### src/design/xmcrc_pkg.sv
// Package for the Xmodem-CRC packet receiver: sizes, codes, item structs
// and the bytewise CRC-16 function. No dependencies.
`default_nettype none

package xmcrc_pkg;

   // Page and packet geometry
   localparam int PAGE_BYTES        = 1024;
   localparam int PACKET_DATA_BYTES = 128;
   localparam int PKTS_PER_PAGE     = PAGE_BYTES / PACKET_DATA_BYTES;
   localparam int PAGE_BITS         = $clog2(PAGE_BYTES);
   localparam int DATA_BITS         = $clog2(PACKET_DATA_BYTES);
   localparam int SLOT_BITS         = $clog2(PKTS_PER_PAGE);

   // Field widths
   localparam int ACTION_W = 3;
   localparam int INDEX_W  = 10;
   localparam int ADDR_W   = 32;
   localparam int LEN_W    = 11;
   localparam int COUNT_W  = 16;

   // Byte positions within one packet
   localparam logic [7:0] POS_DATA_FIRST = 8'd3;
   localparam logic [7:0] POS_DATA_LAST  = 8'd130;
   localparam logic [7:0] POS_CRC_HI     = 8'd131;
   localparam logic [7:0] POS_LAST       = 8'd132;

   // CRC-16/XMODEM
   localparam logic [15:0] CRC_POLY = 16'h1021;
   localparam logic [15:0] CRC_INIT = 16'h0000;

   // Action codes
   localparam logic [ACTION_W-1:0] ACT_START  = 3'd0;
   localparam logic [ACTION_W-1:0] ACT_TICK   = 3'd1;
   localparam logic [ACTION_W-1:0] ACT_BYTE   = 3'd2;
   localparam logic [ACTION_W-1:0] ACT_STATUS = 3'd3;
   localparam logic [ACTION_W-1:0] ACT_END    = 3'd4;
   localparam logic [ACTION_W-1:0] ACT_READ   = 3'd5;

   // Reply codes
   localparam logic [1:0] RPL_NONE = 2'd0;
   localparam logic [1:0] RPL_ACK  = 2'd1;
   localparam logic [1:0] RPL_NAK  = 2'd2;
   localparam logic [1:0] RPL_C    = 2'd3;

   // Flash request codes
   localparam logic [1:0] FRQ_NONE  = 2'd0;
   localparam logic [1:0] FRQ_ERASE = 2'd1;
   localparam logic [1:0] FRQ_WRITE = 2'd2;

   // Register indexes
   localparam logic CSR_PARTITION_BASE = 1'b0;
   localparam logic CSR_POLL_INTERVAL  = 1'b1;

   localparam logic [ADDR_W-1:0] PARTITION_BASE_RESET = 32'h0800_0000;
   localparam logic [7:0]        POLL_INTERVAL_RESET  = 8'd100;

   // Pending flash operation
   typedef enum logic [1:0] {
      W_IDLE  = 2'd0,
      W_ERASE = 2'd1,
      W_WRITE = 2'd2,
      W_END   = 2'd3
   } wait_type;

   // Result fields except the buffer byte
   typedef struct packed {
      logic [1:0]         reply_code;
      logic [1:0]         flash_request;
      logic [ADDR_W-1:0]  write_address;
      logic [LEN_W-1:0]   write_length;
      logic [COUNT_W-1:0] packets_accepted;
   } result_type;

   // Page buffer access for one item
   typedef struct packed {
      logic                 we;
      logic                 re;
      logic [PAGE_BITS-1:0] addr;
      logic [7:0]           wdata;
   } mem_req_type;

   // One byte through CRC-16, MSB first
   function automatic logic [15:0] crc_byte(input logic [15:0] crc, input logic [7:0] data);
      logic [15:0] c;
      c = crc ^ {data, 8'h00};
      for (int i = 0; i < 8; i++) begin
         if (c[15]) begin
            c = {c[14:0], 1'b0} ^ CRC_POLY;
         end else begin
            c = {c[14:0], 1'b0};
         end
      end
      return c;
   endfunction

endpackage

`default_nettype wire

### src/design/xmcrc_packet_receiver_core_dummy_never.sv
// Result pipeline for the Xmodem-CRC receiver: holds one item while the
// page buffer read completes. Uses xmcrc_pkg.
`default_nettype none

module xmcrc_rsp_pipe (
   input  wire logic                   clock,
   input  wire logic                   reset,
   input  wire logic                   fire,
   input  wire xmcrc_pkg::result_type  result,
   input  wire logic                   rd_valid,
   input  wire logic [7:0]             rd_data,
   input  wire logic                   rsp_stall,
   output logic                        s1_busy,
   output logic                        rsp_valid,
   output xmcrc_pkg::result_type       rsp_result,
   output logic [7:0]                  rsp_read_data
);

   logic                  s1_valid_ff, s1_valid_in;
   xmcrc_pkg::result_type s1_res_ff;
   logic                  s1_rd_ff;
   logic                  out_valid_ff, out_valid_in;
   xmcrc_pkg::result_type out_res_ff;
   logic [7:0]            out_rd_ff;
   logic                  s1_go;

   // stage 1 moves on when the output register is free or being taken
   always_comb begin
      s1_go        = !out_valid_ff || !rsp_stall;
      s1_busy      = s1_valid_ff && !s1_go;
      s1_valid_in  = fire ? 1'b1 : (s1_go ? 1'b0 : s1_valid_ff);
      out_valid_in = s1_go ? s1_valid_ff : out_valid_ff;
   end

   always_ff @(posedge clock) begin
      if (reset) begin
         s1_valid_ff  <= 1'b0;
         out_valid_ff <= 1'b0;
      end else begin
         s1_valid_ff  <= s1_valid_in;
         out_valid_ff <= out_valid_in;
      end
   end

   // payload
   always_ff @(posedge clock) begin
      if (fire) begin
         s1_res_ff <= result;
         s1_rd_ff  <= rd_valid;
      end
      if (s1_go && s1_valid_ff) begin
         out_res_ff <= s1_res_ff;
         out_rd_ff  <= s1_rd_ff ? rd_data : 8'd0;
      end
   end

   assign rsp_valid     = out_valid_ff;
   assign rsp_result    = out_res_ff;
   assign rsp_read_data = out_rd_ff;

endmodule

`default_nettype wire

### config.mk
export PLATFORM = sky130hd
export DESIGN_NAME = xmcrc_rsp_pipe
export DESIGN_NICKNAME = d
export VERILOG_FILES = /design/src/design/xmcrc_pkg.sv /design/src/design/xmcrc_packet_receiver_core_dummy_never.sv
export SDC_FILE = /design/constraint.sdc
export NUM_CORES = 1
export LEC_CHECK = 0
export BUFFER_PORTS_ARGS = -buffer_cell sky130_fd_sc_hd__buf_4
export CORE_AREA = 2 2 133 135
export CTS_BUF_LIST = sky130_fd_sc_hd__clkbuf_8
export CTS_CLUSTER_SIZE = 25
export DETAILED_ROUTE_END_ITERATION = 7
export DIE_AREA = 0 0 135 137
export PLACE_DENSITY = 0.51
export SLEW_MARGIN = 15
export SYNTH_ARGS = -nofsm -noshare
export SYNTH_HDL_FRONTEND = slang
export SYNTH_SLANG_ARGS = --single-unit
### constraint.sdc
create_clock -name clock -period 14.1 [get_ports clock]
set_clock_uncertainty 0.15 [all_clocks]
set_input_delay 0.705 -clock clock [delete_from_list [all_inputs] [get_ports clock]]
set_output_delay 0.705 -clock clock [all_outputs]
set_load 0.01 [all_outputs]
Word level (Yosys, flattened, before mapping)
Cells that the tools add are included.
{"block": "word_totals", "reg_bits": 137, "out_inout_bits": 73, "word_cells": 23}
{"block": "classes", "mux": 2, "n_reduce_logical": 7}
{"cell": "$logic_not A1 Y1", "n": 3}
{"cell": "$logic_and A1 B1 Y1", "n": 2}
{"cell": "$mux W1", "n": 2}
{"cell": "$reduce_bool A2 Y1", "n": 1}
{"cell": "$logic_or A1 B1 Y1", "n": 1}

Logic depth before layout (Yosys ltp)
{"block": "logic_depth", "word_depth": 4, "depth_mapped": 2, "mapped_depth_nobuf": 2}

Least setup slack after synthesis
OpenSTA, ideal clock, no wires.
{"block": "synth_timing", "path_type": "input to register", "from": "input rsp_stall", "to": "register out_rd_ff[0], in the netlist rsp_read_data[0], enable pin", "t_arrival_ns": 4.083, "path_slack_ns": 9.348, "stages": 1, "path_buffers": 0, "cell_sequence": "a21boi_1"}
{"block": "synth_via", "elab_chain_len": 3}
{"element": "start, declared", "line_no": "xmcrc_packet_receiver_core_dummy_never.sv:12", "source": "input wire logic rsp_stall,"}
{"element": "$logic_not A1 Y1", "line_no": "xmcrc_packet_receiver_core_dummy_never.sv:29", "source": "s1_go = !out_valid_ff || !rsp_stall;"}
{"element": "$logic_or A1 B1 Y1", "line_no": "xmcrc_packet_receiver_core_dummy_never.sv:29"}
{"element": "$logic_and A1 B1 Y1", "line_no": "xmcrc_packet_receiver_core_dummy_never.sv:51", "source": "if (s1_go && s1_valid_ff) begin"}
{"element": "end signal, assigned", "line_no": "xmcrc_packet_receiver_core_dummy_never.sv:53", "source": "out_rd_ff <= s1_rd_ff ? rd_data : 8'd0;"}
{"element": "end, declared", "line_no": "xmcrc_packet_receiver_core_dummy_never.sv:24", "source": "logic [7:0] out_rd_ff;"}
Every way passes these cells.
A chain may end at the register's enable or synchronous reset.

Worst setup path in the final report
{"block": "layout_timing", "from": "register out_valid_ff, in the netlist rsp_valid", "to": "output s1_busy"}
{"block": "layout_via", "elab_chain_len": 4}
{"element": "start, declared", "line_no": "xmcrc_packet_receiver_core_dummy_never.sv:22", "source": "logic out_valid_ff, out_valid_in;"}
{"element": "start signal, assigned", "line_no": "xmcrc_packet_receiver_core_dummy_never.sv:41", "source": "out_valid_ff <= out_valid_in;"}
{"element": "$logic_not A1 Y1", "line_no": "xmcrc_packet_receiver_core_dummy_never.sv:29"}
{"element": "$logic_or A1 B1 Y1", "line_no": "xmcrc_packet_receiver_core_dummy_never.sv:29"}
{"element": "$logic_not A1 Y1", "line_no": "xmcrc_packet_receiver_core_dummy_never.sv:30", "source": "s1_busy = s1_valid_ff && !s1_go;"}
{"element": "$logic_and A1 B1 Y1", "line_no": "xmcrc_packet_receiver_core_dummy_never.sv:30"}
{"element": "end, declared", "line_no": "xmcrc_packet_receiver_core_dummy_never.sv:13", "source": "output logic s1_busy,"}
Every way passes these cells.

==> flow_summary_export.csv <==
group,metric,value,unit
synth,avgSynthCellArea,27.7,µm²
worst_setup_path,cp_data_arrival_time,1160,ps
global_routing,grt_pass1_vias,2199,
worst_setup_path,endpoint,"s1_busy",
die,die_h,137,µm
synth,ys_types,8,
timing,fin_tns_setup,0,ps
route,wl_per_cell,14.2,µm
route,vias_per_cell,3.66,
synth,synthMuxAreaShare,0,
power,power_leakage,2.29,nW
worst_setup_path,reg2reg_from,"s1_valid_ff",
synth,yosysMostFrequentCell,"edfxtp_1",
synth,synthTopCellsByArea,"edfxtp_1, and2_1, dfxtp_1",
place,gp_congestion,0.645,
die,coreArea,17100,µm²
clock_tree,cts_buffers,17,
die,boundaryPins,149,
timing,min_period,2010,ps
die,fp-row-count,48,
synth,yosys.area.top_type,"edfxtp_1",
synth,async_flop_share,0,
synth,ys_seq_elements,137,
clock_tree,cts_resized,0,
min_path,hold_path_class,"reg -> reg",
worst_setup_path,cp.required,13240,ps
route,wl,7930,µm
timing,slew_viol_final,0,
clock_tree,clock_sinks,137,
global_routing,grt_max_degree,72,
synth,synth_top_family_by_area,"simple AND/OR/NAND/NOR gates",
place,port_buffers,148,
timing,rsz0062_at_grt,"no",
synth,seq_area_frac_synth,0.980,
route,route.detailed.drc,0,
clock_tree,cts_buffer_depth,2,
die,die_area,18500,µm²
clock_tree,clk_pin_slew,80,ps
clock_tree,holdBufCountCts,0,
synth,synthFlopType,"edfxtp_1",
synth,syn_inst,151,
layout,drive_gt1_frac,0.536,
power,ir_worst_vdd,65.6,µV
layout,fin_cells,557,
layout,fillers,1644,
global_routing,grt_pass1_wl,11600,µm
worst_setup_path,startpoint_type,"register",
timing,finalHoldViolations,0,
synth,synth_nets,227,
timing,relSlewSlack,0.382,
timing,period_share,0.143,
global_routing,antenna_found_initial,0,
global_routing,grt_use_total,0.0868,
worst_setup_path,crit_type,"reg -> out",
synth,synth_compound_area_frac,0.00449,
synth,yosysWarnings,0,
clock_tree,cts_tree,"done",
worst_setup_path,end_kind,"output port",
power,totalPowerFinal,0.000864,W
run,maxCapViolations,0,
clock_tree,cts_root_buffer,"clkbuf_8",
synth,synth_area,4180,µm²
layout,area_delta_synth_final,43.8,%
timing,setup_viol,0,
route,highest_layer,"met4",
place,place_hpwl,5190,µm
route,ant_nets,0,
route,drtIter0Drc,87,
clock_tree,insertion_delay,420,ps
timing,hold_slack,265,ps
layout,nNetsFinal,395,
timing,worst_pin_slew,927,ps
route,drt-met1-wl,3170,µm
synth,synthSimpleGateAreaFrac,0.0153,
layout,multi_input_area,93.8,µm²
worst_setup_path,rr_worst_depth,2,
worst_setup_path,r2r_setup_slack,12250,ps
route,vias,2039,
die,start_util,0.245,
place,place_inst,525,
synth,yosys.area.top_type_share,0.971,
worst_setup_path,crit_path_start,"rsp_valid",
clock_tree,cts_max_level,4,
synth,synth_edf_count,135,
route,met3WireLength,885,µm
outcome,status,"complete, no violations",
synth,netlist_top_cells_count,"edfxtp_1, and2_1, dfxtp_1, nor2_1",
global_routing,grt-ovfl-total,0,
timing,fmax,0.497,GHz
die,die_x,135,µm
route,drt_pre_antenna_iters,4,
route,wl_met2,3720,µm
synth,synth_xor_area_frac,0,
synth,synth_adder_area_share,0,
power,power-per-cell-area,144,nW/µm²
layout,seqCellArea,4090,µm²
worst_setup_path,r2r_end,"rsp_result[18]",
clock_tree,postCtsSetupRepairBufs,0,
worst_setup_path,crit_fanout,5,
layout,diodes,0,
[registers in the layout, summed over array words and instances (netlist names)]
name and cells:
rsp_result 63, s1_res_ff 63, rsp_read_data 8, rsp_valid 1
s1_rd_ff 1, s1_valid_ff 1
[worst max-delay path, cell delays in order, from the launching register on]
cell     delay, ps
dfxtp_1        430
and3_1         190
buf_4          110
[where the power goes]
part	switching [W]	internal, W
Clock	0.000140	0.000191
Sequential	0.00000699	0.000479
Combinational	0.0000214	0.0000260
[layout make-up]
| class | count | share of cell area |
|---|---|---|
| sequential | 137 | 0.682 |
| timing repair buffer | 149 | 0.186 |
| clock buffer | 21 | 0.0481 |
| tap | 225 | 0.0469 |
| clock inverter | 11 | 0.0217 |
| multi-input combinational | 14 | 0.0156 |
[layer usage]
layer	up-vias	global-route usage
li1	940	-
met4	0	0.0469
met2	104	0.132
met3	11	0.0515
met5	-	0
met1	984	0.0950
[worst min-delay path by stage]
stage,start,to,slack (ps),cells past startpoint
floorplan,s1_res_ff[0],rsp_result[0],250,0
global placement,s1_res_ff[5],rsp_result[5],250,0
detailed placement,s1_res_ff[24],rsp_result[24],250,0
CTS,reset,rsp_valid,250,2
global route,result[48],s1_res_ff[48],250,1
finish,s1_res_ff[49],rsp_result[49],260,0
[kinds of logic after synthesis]
kind of cell / count (synthesis)
compound gates: 3
flops: 137
simple gates: 11
[placed cells by master, fill, tap and decap left out]
| cell type | n |
|---|---|
| dfxtp_1 | 2 |
| buf_4 | 149 |
| a21boi_4 | 1 |
| a21oi_1 | 1 |
| nor2_1 | 2 |
| and3_1 | 1 |
| clkbuf_8 | 21 |
| and2_1 | 8 |
| clkinv_2 | 2 |
| bufinv_16 | 3 |
| inv_1 | 4 |
| edfxtp_1 | 135 |
| a31oi_1 | 1 |
| clkinvlp_4 | 2 |
[metrics by stage]
stage          utilization  instance area (µm²)  worst slack [ps]
2_1_floorplan            -                 4180              9350
3_3_place_gp         0.328                 5590             11810
3_5_place_dp         0.328                 5590             11770
4_1_cts              0.352                 6010             12040
5_1_grt              0.352                 6010             11990
6_report             0.352                 6010             12090
(Power assumes the default switching activity.)
