<file path="src/design/xmcrc_pkg.sv">
// Package for the Xmodem-CRC packet receiver: sizes, codes, item structs
// and the bytewise CRC-16 function. No dependencies.
`default_nettype none

package xmcrc_pkg;

   // Page and packet geometry
   localparam int PAGE_BYTES        = 1024;
   localparam int PACKET_DATA_BYTES = 128;
   localparam int PKTS_PER_PAGE     = PAGE_BYTES / PACKET_DATA_BYTES;
   localparam int PAGE_BITS         = $clog2(PAGE_BYTES);
   localparam int DATA_BITS         = $clog2(PACKET_DATA_BYTES);
   localparam int SLOT_BITS         = $clog2(PKTS_PER_PAGE);

   // Field widths
   localparam int ACTION_W = 3;
   localparam int INDEX_W  = 10;
   localparam int ADDR_W   = 32;
   localparam int LEN_W    = 11;
   localparam int COUNT_W  = 16;

   // Byte positions within one packet
   localparam logic [7:0] POS_DATA_FIRST = 8'd3;
   localparam logic [7:0] POS_DATA_LAST  = 8'd130;
   localparam logic [7:0] POS_CRC_HI     = 8'd131;
   localparam logic [7:0] POS_LAST       = 8'd132;

   // CRC-16/XMODEM
   localparam logic [15:0] CRC_POLY = 16'h1021;
   localparam logic [15:0] CRC_INIT = 16'h0000;

   // Action codes
   localparam logic [ACTION_W-1:0] ACT_START  = 3'd0;
   localparam logic [ACTION_W-1:0] ACT_TICK   = 3'd1;
   localparam logic [ACTION_W-1:0] ACT_BYTE   = 3'd2;
   localparam logic [ACTION_W-1:0] ACT_STATUS = 3'd3;
   localparam logic [ACTION_W-1:0] ACT_END    = 3'd4;
   localparam logic [ACTION_W-1:0] ACT_READ   = 3'd5;

   // Reply codes
   localparam logic [1:0] RPL_NONE = 2'd0;
   localparam logic [1:0] RPL_ACK  = 2'd1;
   localparam logic [1:0] RPL_NAK  = 2'd2;
   localparam logic [1:0] RPL_C    = 2'd3;

   // Flash request codes
   localparam logic [1:0] FRQ_NONE  = 2'd0;
   localparam logic [1:0] FRQ_ERASE = 2'd1;
   localparam logic [1:0] FRQ_WRITE = 2'd2;

   // Register indexes
   localparam logic CSR_PARTITION_BASE = 1'b0;
   localparam logic CSR_POLL_INTERVAL  = 1'b1;

   localparam logic [ADDR_W-1:0] PARTITION_BASE_RESET = 32'h0800_0000;
   localparam logic [7:0]        POLL_INTERVAL_RESET  = 8'd100;

   // Pending flash operation
   typedef enum logic [1:0] {
      W_IDLE  = 2'd0,
      W_ERASE = 2'd1,
      W_WRITE = 2'd2,
      W_END   = 2'd3
   } wait_type;

   // Result fields except the buffer byte
   typedef struct packed {
      logic [1:0]         reply_code;
      logic [1:0]         flash_request;
      logic [ADDR_W-1:0]  write_address;
      logic [LEN_W-1:0]   write_length;
      logic [COUNT_W-1:0] packets_accepted;
   } result_type;

   // Page buffer access for one item
   typedef struct packed {
      logic                 we;
      logic                 re;
      logic [PAGE_BITS-1:0] addr;
      logic [7:0]           wdata;
   } mem_req_type;

   // One byte through CRC-16, MSB first
   function automatic logic [15:0] crc_byte(input logic [15:0] crc, input logic [7:0] data);
      logic [15:0] c;
      c = crc ^ {data, 8'h00};
      for (int i = 0; i < 8; i++) begin
         if (c[15]) begin
            c = {c[14:0], 1'b0} ^ CRC_POLY;
         end else begin
            c = {c[14:0], 1'b0};
         end
      end
      return c;
   endfunction

endpackage

`default_nettype wire

</file>
<file path="src/design/xmcrc_ctrl.sv">
// Receiver control: packet position, CRC, flash wait, tick timer, counter
// and configuration registers; drives page buffer accesses. Uses xmcrc_pkg.
`default_nettype none

module xmcrc_ctrl (
   input  wire logic                              clock,
   input  wire logic                              reset,
   input  wire logic                              fire,
   input  wire logic [xmcrc_pkg::ACTION_W-1:0]    action,
   input  wire logic [7:0]                        rx_byte,
   input  wire logic                              op_ok,
   input  wire logic [xmcrc_pkg::INDEX_W-1:0]     buffer_index,
   input  wire logic                              csr_we,
   input  wire logic                              csr_index,
   input  wire logic [xmcrc_pkg::ADDR_W-1:0]      csr_wdata,
   output xmcrc_pkg::result_type                  result,
   output logic                                   rd_valid,
   output xmcrc_pkg::mem_req_type                 mem_req
);

   localparam int CALC_W = xmcrc_pkg::ADDR_W;

   logic [xmcrc_pkg::ADDR_W-1:0]  base_ff;
   logic [7:0]                    poll_ff;
   logic [xmcrc_pkg::COUNT_W-1:0] count_ff, count_in;
   logic [7:0]                    pos_ff, pos_in;
   logic [15:0]                   crc_ff, crc_in;
   logic [7:0]                    crc_hi_ff, crc_hi_in;
   xmcrc_pkg::wait_type           wait_ff, wait_in;
   logic [7:0]                    timer_ff, timer_in;

   logic [xmcrc_pkg::COUNT_W-1:0] count_inc;
   logic [15:0]                   crc_base;
   logic [7:0]                    data_off;
   logic [CALC_W-1:0]             page_full_addr;
   logic [CALC_W-1:0]             page_part_addr;
   logic [CALC_W-1:0]             part_len;
   logic [xmcrc_pkg::SLOT_BITS-1:0] part;

   // Configuration registers
   always_ff @(posedge clock) begin
      if (reset) begin
         base_ff <= xmcrc_pkg::PARTITION_BASE_RESET;
         poll_ff <= xmcrc_pkg::POLL_INTERVAL_RESET;
      end else if (csr_we) begin
         if (csr_index == xmcrc_pkg::CSR_PARTITION_BASE) begin
            base_ff <= csr_wdata;
         end else begin
            poll_ff <= csr_wdata[7:0];
         end
      end
   end

   // Shared address arithmetic
   always_comb begin
      count_inc      = count_ff + 1'b1;
      crc_base       = (pos_ff == 8'd0) ? xmcrc_pkg::CRC_INIT : crc_ff;
      data_off       = pos_ff - xmcrc_pkg::POS_DATA_FIRST;
      // full page just closed: page index (count+1)/ppp - 1, wraps modulo 2^32
      page_full_addr = base_ff
                     + (CALC_W'(count_inc >> xmcrc_pkg::SLOT_BITS) << xmcrc_pkg::PAGE_BITS)
                     - CALC_W'(xmcrc_pkg::PAGE_BYTES);
      page_part_addr = base_ff
                     + (CALC_W'(count_ff >> xmcrc_pkg::SLOT_BITS) << xmcrc_pkg::PAGE_BITS);
      part           = count_ff[xmcrc_pkg::SLOT_BITS-1:0];
      part_len       = CALC_W'(part) << xmcrc_pkg::DATA_BITS;
   end

   // Item decode and next state
   always_comb begin
      logic accept;
      accept    = 1'b0;
      count_in  = count_ff;
      pos_in    = pos_ff;
      crc_in    = crc_ff;
      crc_hi_in = crc_hi_ff;
      wait_in   = wait_ff;
      timer_in  = timer_ff;
      result    = '0;
      rd_valid  = 1'b0;
      mem_req   = '0;
      mem_req.wdata = rx_byte;

      unique case (action)
         xmcrc_pkg::ACT_START: begin
            count_in = '0;
            timer_in = '0;
            pos_in   = '0;
            crc_in   = xmcrc_pkg::CRC_INIT;
            wait_in  = xmcrc_pkg::W_IDLE;
         end
         xmcrc_pkg::ACT_TICK: begin
            if (timer_ff >= poll_ff) begin
               result.reply_code = xmcrc_pkg::RPL_C;
               timer_in = 8'd1;
            end else begin
               timer_in = timer_ff + 8'd1;
            end
         end
         xmcrc_pkg::ACT_BYTE: begin
            if (wait_ff == xmcrc_pkg::W_IDLE) begin
               crc_in = crc_base;
               if (pos_ff >= xmcrc_pkg::POS_DATA_FIRST && pos_ff <= xmcrc_pkg::POS_DATA_LAST) begin
                  // stage into the slot of this packet
                  mem_req.we   = 1'b1;
                  mem_req.addr = xmcrc_pkg::PAGE_BITS'({count_ff[xmcrc_pkg::SLOT_BITS-1:0],
                                    data_off[xmcrc_pkg::DATA_BITS-1:0]});
                  crc_in = xmcrc_pkg::crc_byte(crc_base, rx_byte);
               end else if (pos_ff == xmcrc_pkg::POS_CRC_HI) begin
                  crc_hi_in = rx_byte;
               end else if (pos_ff == xmcrc_pkg::POS_LAST) begin
                  if ({crc_hi_ff, rx_byte} == crc_base) begin
                     if (count_ff == '0) begin
                        result.flash_request = xmcrc_pkg::FRQ_ERASE;
                        wait_in = xmcrc_pkg::W_ERASE;
                     end else begin
                        accept = 1'b1;
                     end
                  end else begin
                     result.reply_code = xmcrc_pkg::RPL_NAK;
                  end
               end
               if (pos_ff >= xmcrc_pkg::POS_LAST) begin
                  pos_in = '0;
                  crc_in = xmcrc_pkg::CRC_INIT;
               end else begin
                  pos_in = pos_ff + 8'd1;
               end
            end
         end
         xmcrc_pkg::ACT_STATUS: begin
            unique case (wait_ff)
               xmcrc_pkg::W_ERASE: begin
                  wait_in = xmcrc_pkg::W_IDLE;
                  if (op_ok) begin
                     accept = 1'b1;
                  end else begin
                     result.reply_code = xmcrc_pkg::RPL_NAK;
                  end
               end
               xmcrc_pkg::W_WRITE: begin
                  wait_in = xmcrc_pkg::W_IDLE;
                  result.reply_code = op_ok ? xmcrc_pkg::RPL_ACK : xmcrc_pkg::RPL_NAK;
               end
               xmcrc_pkg::W_END: begin
                  wait_in = xmcrc_pkg::W_IDLE;
               end
               default: begin
               end
            endcase
         end
         xmcrc_pkg::ACT_END: begin
            if (wait_ff == xmcrc_pkg::W_IDLE) begin
               result.reply_code = xmcrc_pkg::RPL_ACK;
               if (part != '0) begin
                  result.flash_request = xmcrc_pkg::FRQ_WRITE;
                  result.write_address = page_part_addr;
                  result.write_length  = part_len[xmcrc_pkg::LEN_W-1:0];
                  wait_in = xmcrc_pkg::W_END;
               end
            end
         end
         xmcrc_pkg::ACT_READ: begin
            mem_req.re   = 1'b1;
            mem_req.addr = xmcrc_pkg::PAGE_BITS'(buffer_index);
            rd_valid     = (CALC_W'(buffer_index) < CALC_W'(xmcrc_pkg::PAGE_BYTES));
         end
         default: begin
         end
      endcase

      // good packet: raise count; write out the page once it is full, else ACK
      if (accept) begin
         count_in = count_inc;
         if (count_inc[xmcrc_pkg::SLOT_BITS-1:0] == '0) begin
            result.flash_request = xmcrc_pkg::FRQ_WRITE;
            result.write_address = page_full_addr;
            result.write_length  = xmcrc_pkg::LEN_W'(xmcrc_pkg::PAGE_BYTES);
            wait_in = xmcrc_pkg::W_WRITE;
         end else begin
            result.reply_code = xmcrc_pkg::RPL_ACK;
         end
      end

      result.packets_accepted = count_in;
      if (!fire) begin
         mem_req.we = 1'b0;
         mem_req.re = 1'b0;
      end
   end

   // State registers
   always_ff @(posedge clock) begin
      if (reset) begin
         count_ff  <= '0;
         pos_ff    <= '0;
         crc_ff    <= '0;
         crc_hi_ff <= '0;
         wait_ff   <= xmcrc_pkg::W_IDLE;
         timer_ff  <= '0;
      end else if (fire) begin
         count_ff  <= count_in;
         pos_ff    <= pos_in;
         crc_ff    <= crc_in;
         crc_hi_ff <= crc_hi_in;
         wait_ff   <= wait_in;
         timer_ff  <= timer_in;
      end
   end

endmodule

`default_nettype wire

</file>
<file path="config.mk">
export PLATFORM = sky130hd
export DESIGN_NAME = xmcrc_ctrl
export DESIGN_NICKNAME = d
export VERILOG_FILES = /design/src/design/xmcrc_pkg.sv /design/src/design/xmcrc_ctrl.sv
export SDC_FILE = /design/constraint.sdc
export NUM_CORES = 1
export LEC_CHECK = 0
export BUFFER_PORTS_ARGS = -buffer_cell sky130_fd_sc_hd__buf_2
export CAP_MARGIN = 5
export CORE_AREA = 8 8 129 131
export DETAILED_ROUTE_END_ITERATION = 8
export DIE_AREA = 0 0 137 139
export PLACE_DENSITY = 0.81
export SETUP_SLACK_MARGIN = 0.5
export SLEW_MARGIN = 20
export SYNTH_ARGS = -nofsm -noshare
export SYNTH_HDL_FRONTEND = slang
export SYNTH_SLANG_ARGS = --single-unit
</file>
<file path="constraint.sdc">
create_clock -name clock -period 4.92 [get_ports clock]
set_clock_uncertainty 0.1 [all_clocks]
set_input_delay 0 -clock clock [delete_from_list [all_inputs] [get_ports clock]]
set_output_delay 0 -clock clock [all_outputs]
set_load 0.02 [all_outputs]
</file>
# Yosys cells after proc, flatten, opt, wreduce, memory -nomap -nowiden
# Index checks and enable logic that the tools add are counted.
[word_totals]
ff_bits = 98
input_bits = 59
out_inout_bits = 84
elab_cells = 146
[op_classes]
add_sub_neg = 7
order_cmp = 4
n_eq_ne = 12
mux = 89
n_bitwise = 11
n_reduce_logical = 15
[ops]
columns = ["cell", "count"]
rows = [
  ["$mux 16", 27],
  ["$mux 13", 8],
  ["$mux 45", 2],
  ["$add 32x23->32", 2],
  ["$mux 47", 1],
  ["$mux 46", 1],
  ["$mux 43", 1],
  ["$mux 2", 18],
  ["$pmux 16 s2", 1],
  ["$pmux 8 s2", 2],
  ["$sub 32x11->32 const B", 1],
  ["$mux 8", 3],
  ["$not 3->3", 8],
  ["$mux 10", 2],
  ["$pmux 10 s2", 1],
  ["$add 16x1->16 const B", 1],
  ["$add 8x1->8 const B", 2],
  ["$eq 16x16->1", 1],
  ["$eq 8x8->1 const B", 2],
  ["$logic_not 16->1", 1],
  ["$mux 4", 4],
  ["$pmux 2 s4", 2],
  ["$xor 16x16->16", 1],
  ["$mux 1", 13],
  ["other kinds (24)", 33],
]

# Longest topological paths before layout
[logic_depth]
depth_word = 44
mapped_depth = 19
depth_no_buf = 19

# Worst setup path after synthesis
# No wires, ideal clock.
[synth_timing]
path_type = "register to output"
startpoint = "reg count_ff[2] (netlist name)"
endpoint = "out result[58] (netlist name)"
t_arrival_ns = 3.983
required_time_ns = 4.820
path_slack_ns = 0.837
path_stages_with_launch = 19
n_path_buf = 1
cell_sequence = "dfxtp_1 > nand2_1 > nor2_1 > nand3_1 > nor2_1 > and3_1 > nand3_1 > xor2_1 > ha_1 > inv_1 > ha_1 > clkbuf_1 > o2111ai_1 > a31oi_1 > o221ai_1 > a21oi_1 > xnor2_1 > and2_1 > o32a_1"
[synth_rtl]
columns = ["element", "line_no", "rtl"]
rows = [
  ["start, declared", "xmcrc_ctrl.sv:25", "logic [xmcrc_pkg::COUNT_W-1:0] count_ff, count_in;"],
  ["start signal, assigned", "xmcrc_ctrl.sv:202", "count_ff <= count_in;"],
  ["end, declared", "xmcrc_ctrl.sv:16", "output xmcrc_pkg::result_type result,"],
]

==> qor.yml <==
numPortBuffers: 135
drt-pass1-iter-count: 5
cts_buffers: 9
hold_violations: 0
drc: 0
setup_slack_ns: 0.578
synth-simple-area-share_pct: 22.9
multiInputGateArea_sq_mm: 0.00581
ioPinCount: 143
powerDensity_mw_per_mm2: 204
grt_max_degree: 50
via_per_inst: 5.84
ant_nets: 0
ys.warnings.count: 0
r2r-start: "pos_ff[0]"
die-area_sq_mm: 0.0190
worstHoldStart: "csr_we"
tightest_slew_ns: 0.886
hold_path_class: "input port to flip-flop"
antenna_found_initial: 0
crit_fanout: 6
synth.avg_cell_area_sq_um: 7.35
finalPower_uw: 2030
r2r_cells: 15
numClockSinks: 98
vdd_drop_max_mv: 0.135
drt_iter0_markers: 731
synth_top_family_by_area: "simple AND/OR/NAND/NOR gates"
async_flop_share_pct: 0
ys_seq_area_share_pct: 23.8
die_h_microns: 139
holdPathStages: 4
grt_busiest_layer: "met2"
overflow: 0
use_met1_pct: 31.1
htree_levels: 3
grt_use_met2_pct: 38.4
slew_violations: 0
grt_usage_pct: 24.1
vias: 8512
min_period_ns: 4.34
ys_types: 67
synth_flop_cell: "dfxtp_1"
synthesis.area_sq_mm: 0.00826
gp_congestion: 0.900
regArea_sq_mm: 0.00198
grt_pass1_vias: 7877
grt_pass1_wl_microns: 38100
grt_use_met3_pct: 3.37
synth-edff-count: 0
final.setup.tns_ns: 0
die_x_microns: 137
core_sq_mm: 0.0148
cp.arrival_ns: 4.24
min_period_over_period_pct: 88.3
dp_slack_ns: 0.386
path_cells: "ha_4, nand3_4, nor2_4, and2_4, nor3b_4, nand2b_1, and2_1, ha_1, inv_1, ha_4, and3_4, and3_4, o2111ai_4, a31oi_4, o221ai_2, a21oi_2, xnor2_2, and2_1, o32a_1, buf_6"
clk_path_buf_depth: 2
rsz0062_at_grt: "no"
drt-total-wl_microns: 24400
fillers: 1210
clkTransAtPathRegs_ns: 0.07
cts_tree: "built"
synth-compound-area-share_pct: 22.9
areaGrowthSynthToFinish_pct: 20.7
dp_hpwl_microns: 16700
start_kind: "flip-flop"
worstSkewPairLatency_ns: 0.36
initial_core_util_pct: 56.0
row_count: 45
max-cap-violations: 0
crit_type: "flip-flop to primary output"
slew-limit-headroom_pct: 40.7
root_buffer: "clkbuf_16"
outcome: "finished clean"
mostFrequentLayoutCell: "nand2_1"
cp_slowest_stage_delay_ns: 0.39
synthAdderAreaFrac_pct: 11.2
antenna_cells: 0
fmax_ghz: 0.230
ys_seq_elements: 98
nets: 1397
leakage_uw: 0.00422
hold_end: "poll_ff[0]"
synth_xor_area_share_pct: 9.55
crit_slowest_cell: "dfxtp_4"
r2r_slack_ns: 0.86
r2r_end: "wait_ff[1]"
muxShareOfSynthArea_pct: 1.09
required_ns: 4.82
post_drt_wl_per_cell_microns: 16.7
setup_viol: 0
layout-drive-gt1-share_pct: 17.6
layout_common_cells: "151 x nand2_1, 134 x buf_2, 92 x a21oi_1, 89 x nor2_1, 88 x dfxtp_1"
cp-end-kind: "primary output"
synthCells: 1124
[critical path, delay by kind of cell (launching register included)]
family          cells  cell delay (ns)
compound gates      5             1.03
xor+xnor            1             0.11
fa+ha+maj           3             0.72
buf+inv             2             0.20
flops               1             0.39
simple gates        9             1.46
[synth_stat cells, types with 5 or more instances]
| cell | count | area, sq um |
|---|---|---|
| nand2_1 | 151 | 567 |
| dfxtp_1 | 98 | 1960 |
| a21oi_1 | 93 | 465 |
| nor2_1 | 92 | 345 |
| inv_1 | 83 | 312 |
| ha_1 | 71 | 888 |
| o21ai_0 | 67 | 335 |
| xnor2_1 | 62 | 543 |
| clkbuf_1 | 47 | 176 |
| xor2_1 | 28 | 245 |
| and2_1 | 23 | 144 |
| nand3_1 | 23 | 115 |
| a22oi_1 | 21 | 158 |
| nand2b_1 | 17 | 106 |
| a21o_1 | 16 | 120 |
| buf_4 | 16 | 120 |
| o22ai_1 | 16 | 100 |
| nand4_1 | 13 | 81.3 |
| nor2b_1 | 13 | 81.3 |
| nor3_1 | 12 | 60.1 |
| and3_1 | 11 | 68.8 |
| a31oi_1 | 9 | 56.3 |
| buf_2 | 9 | 45.0 |
| mux2i_1 | 9 | 90.1 |
| nand3b_1 | 8 | 60.1 |
| a21oi_2 | 7 | 61.3 |
| o21a_1 | 7 | 52.6 |
| o32ai_1 | 7 | 61.3 |
| nor4bb_1 | 6 | 60.1 |
| a311oi_1 | 5 | 43.8 |
| nor3b_1 | 5 | 37.5 |
| o21ai_1 | 5 | 25.0 |
| o31ai_1 | 5 | 37.5 |
| or3_1 | 5 | 31.3 |
[flip-flops by register name, indices dropped and copies added, names as in the netlist]
signal / cells
pos_ff: 8
poll_ff: 8
base_ff: 32
crc_ff: 16
timer_ff: 8
wait_ff: 2
count_ff: 16
crc_hi_ff: 8
[per-layer routing]
metal / part of all wire, % / up-vias
li1: - / 4142
met1: 43 / 3991
met2: 47 / 323
met3: 6.6 / 56
met4: 3.3 / 0
met5: 0 / -
[kinds of logic after synthesis]
group,after synthesis
other,1
xor gates and xnor gates,90
DFF,98
and+or+nand+nor,390
AOI/OAI and AO/OA,300
adders and majority gates,73
muxes,9
buffers and inverters,163
[metrics by stage]
stage	instances	instance area (sq um)	hold slack, ns	util [%]
floorplan	1130	8280	0.0126	-
global placement	1385	8880	0.105	60.2
detailed placement	1385	8880	0.109	60.2
CTS	1448	9750	0.0598	66.1
global route	1457	9960	0.104	67.5
finish	1457	9960	0.0699	67.5
[area by class of cell]
type | instances | area share (%)
well taps | 188 | 2.36
repair buffers | 202 | 13.1
flip-flops and latches | 98 | 19.9
clock buffers | 11 | 2.44
multi-input cells | 870 | 58.3
clock inverters | 4 | 0.766
inverters | 84 | 3.16
[worst max path at each step]
stage                      startpoint         end
after global routing      count_ff[1]  result[58]
after CTS                 count_ff[1]  result[58]
after global placement    count_ff[1]  result[58]
after detailed placement  count_ff[1]  result[58]
after floorplan           count_ff[2]  result[58]
final                     count_ff[1]  result[58]
[power by group]
part           switching [uW]  internal (uW)  total (uW)
registers                15.4            808         824
logic                     239            183         422
clock network             325            458         784
[repair_timing]
item                                   CTS  global route
cloned                                   0             1
gates resized for setup                 18            32
setup endpoints to repair                4            17
hold buffers                            47             0
setup buffers                            1             8
pin swaps                                2            11
endpoints found under the hold margin   51             0
(Power assumes the default switching activity.)
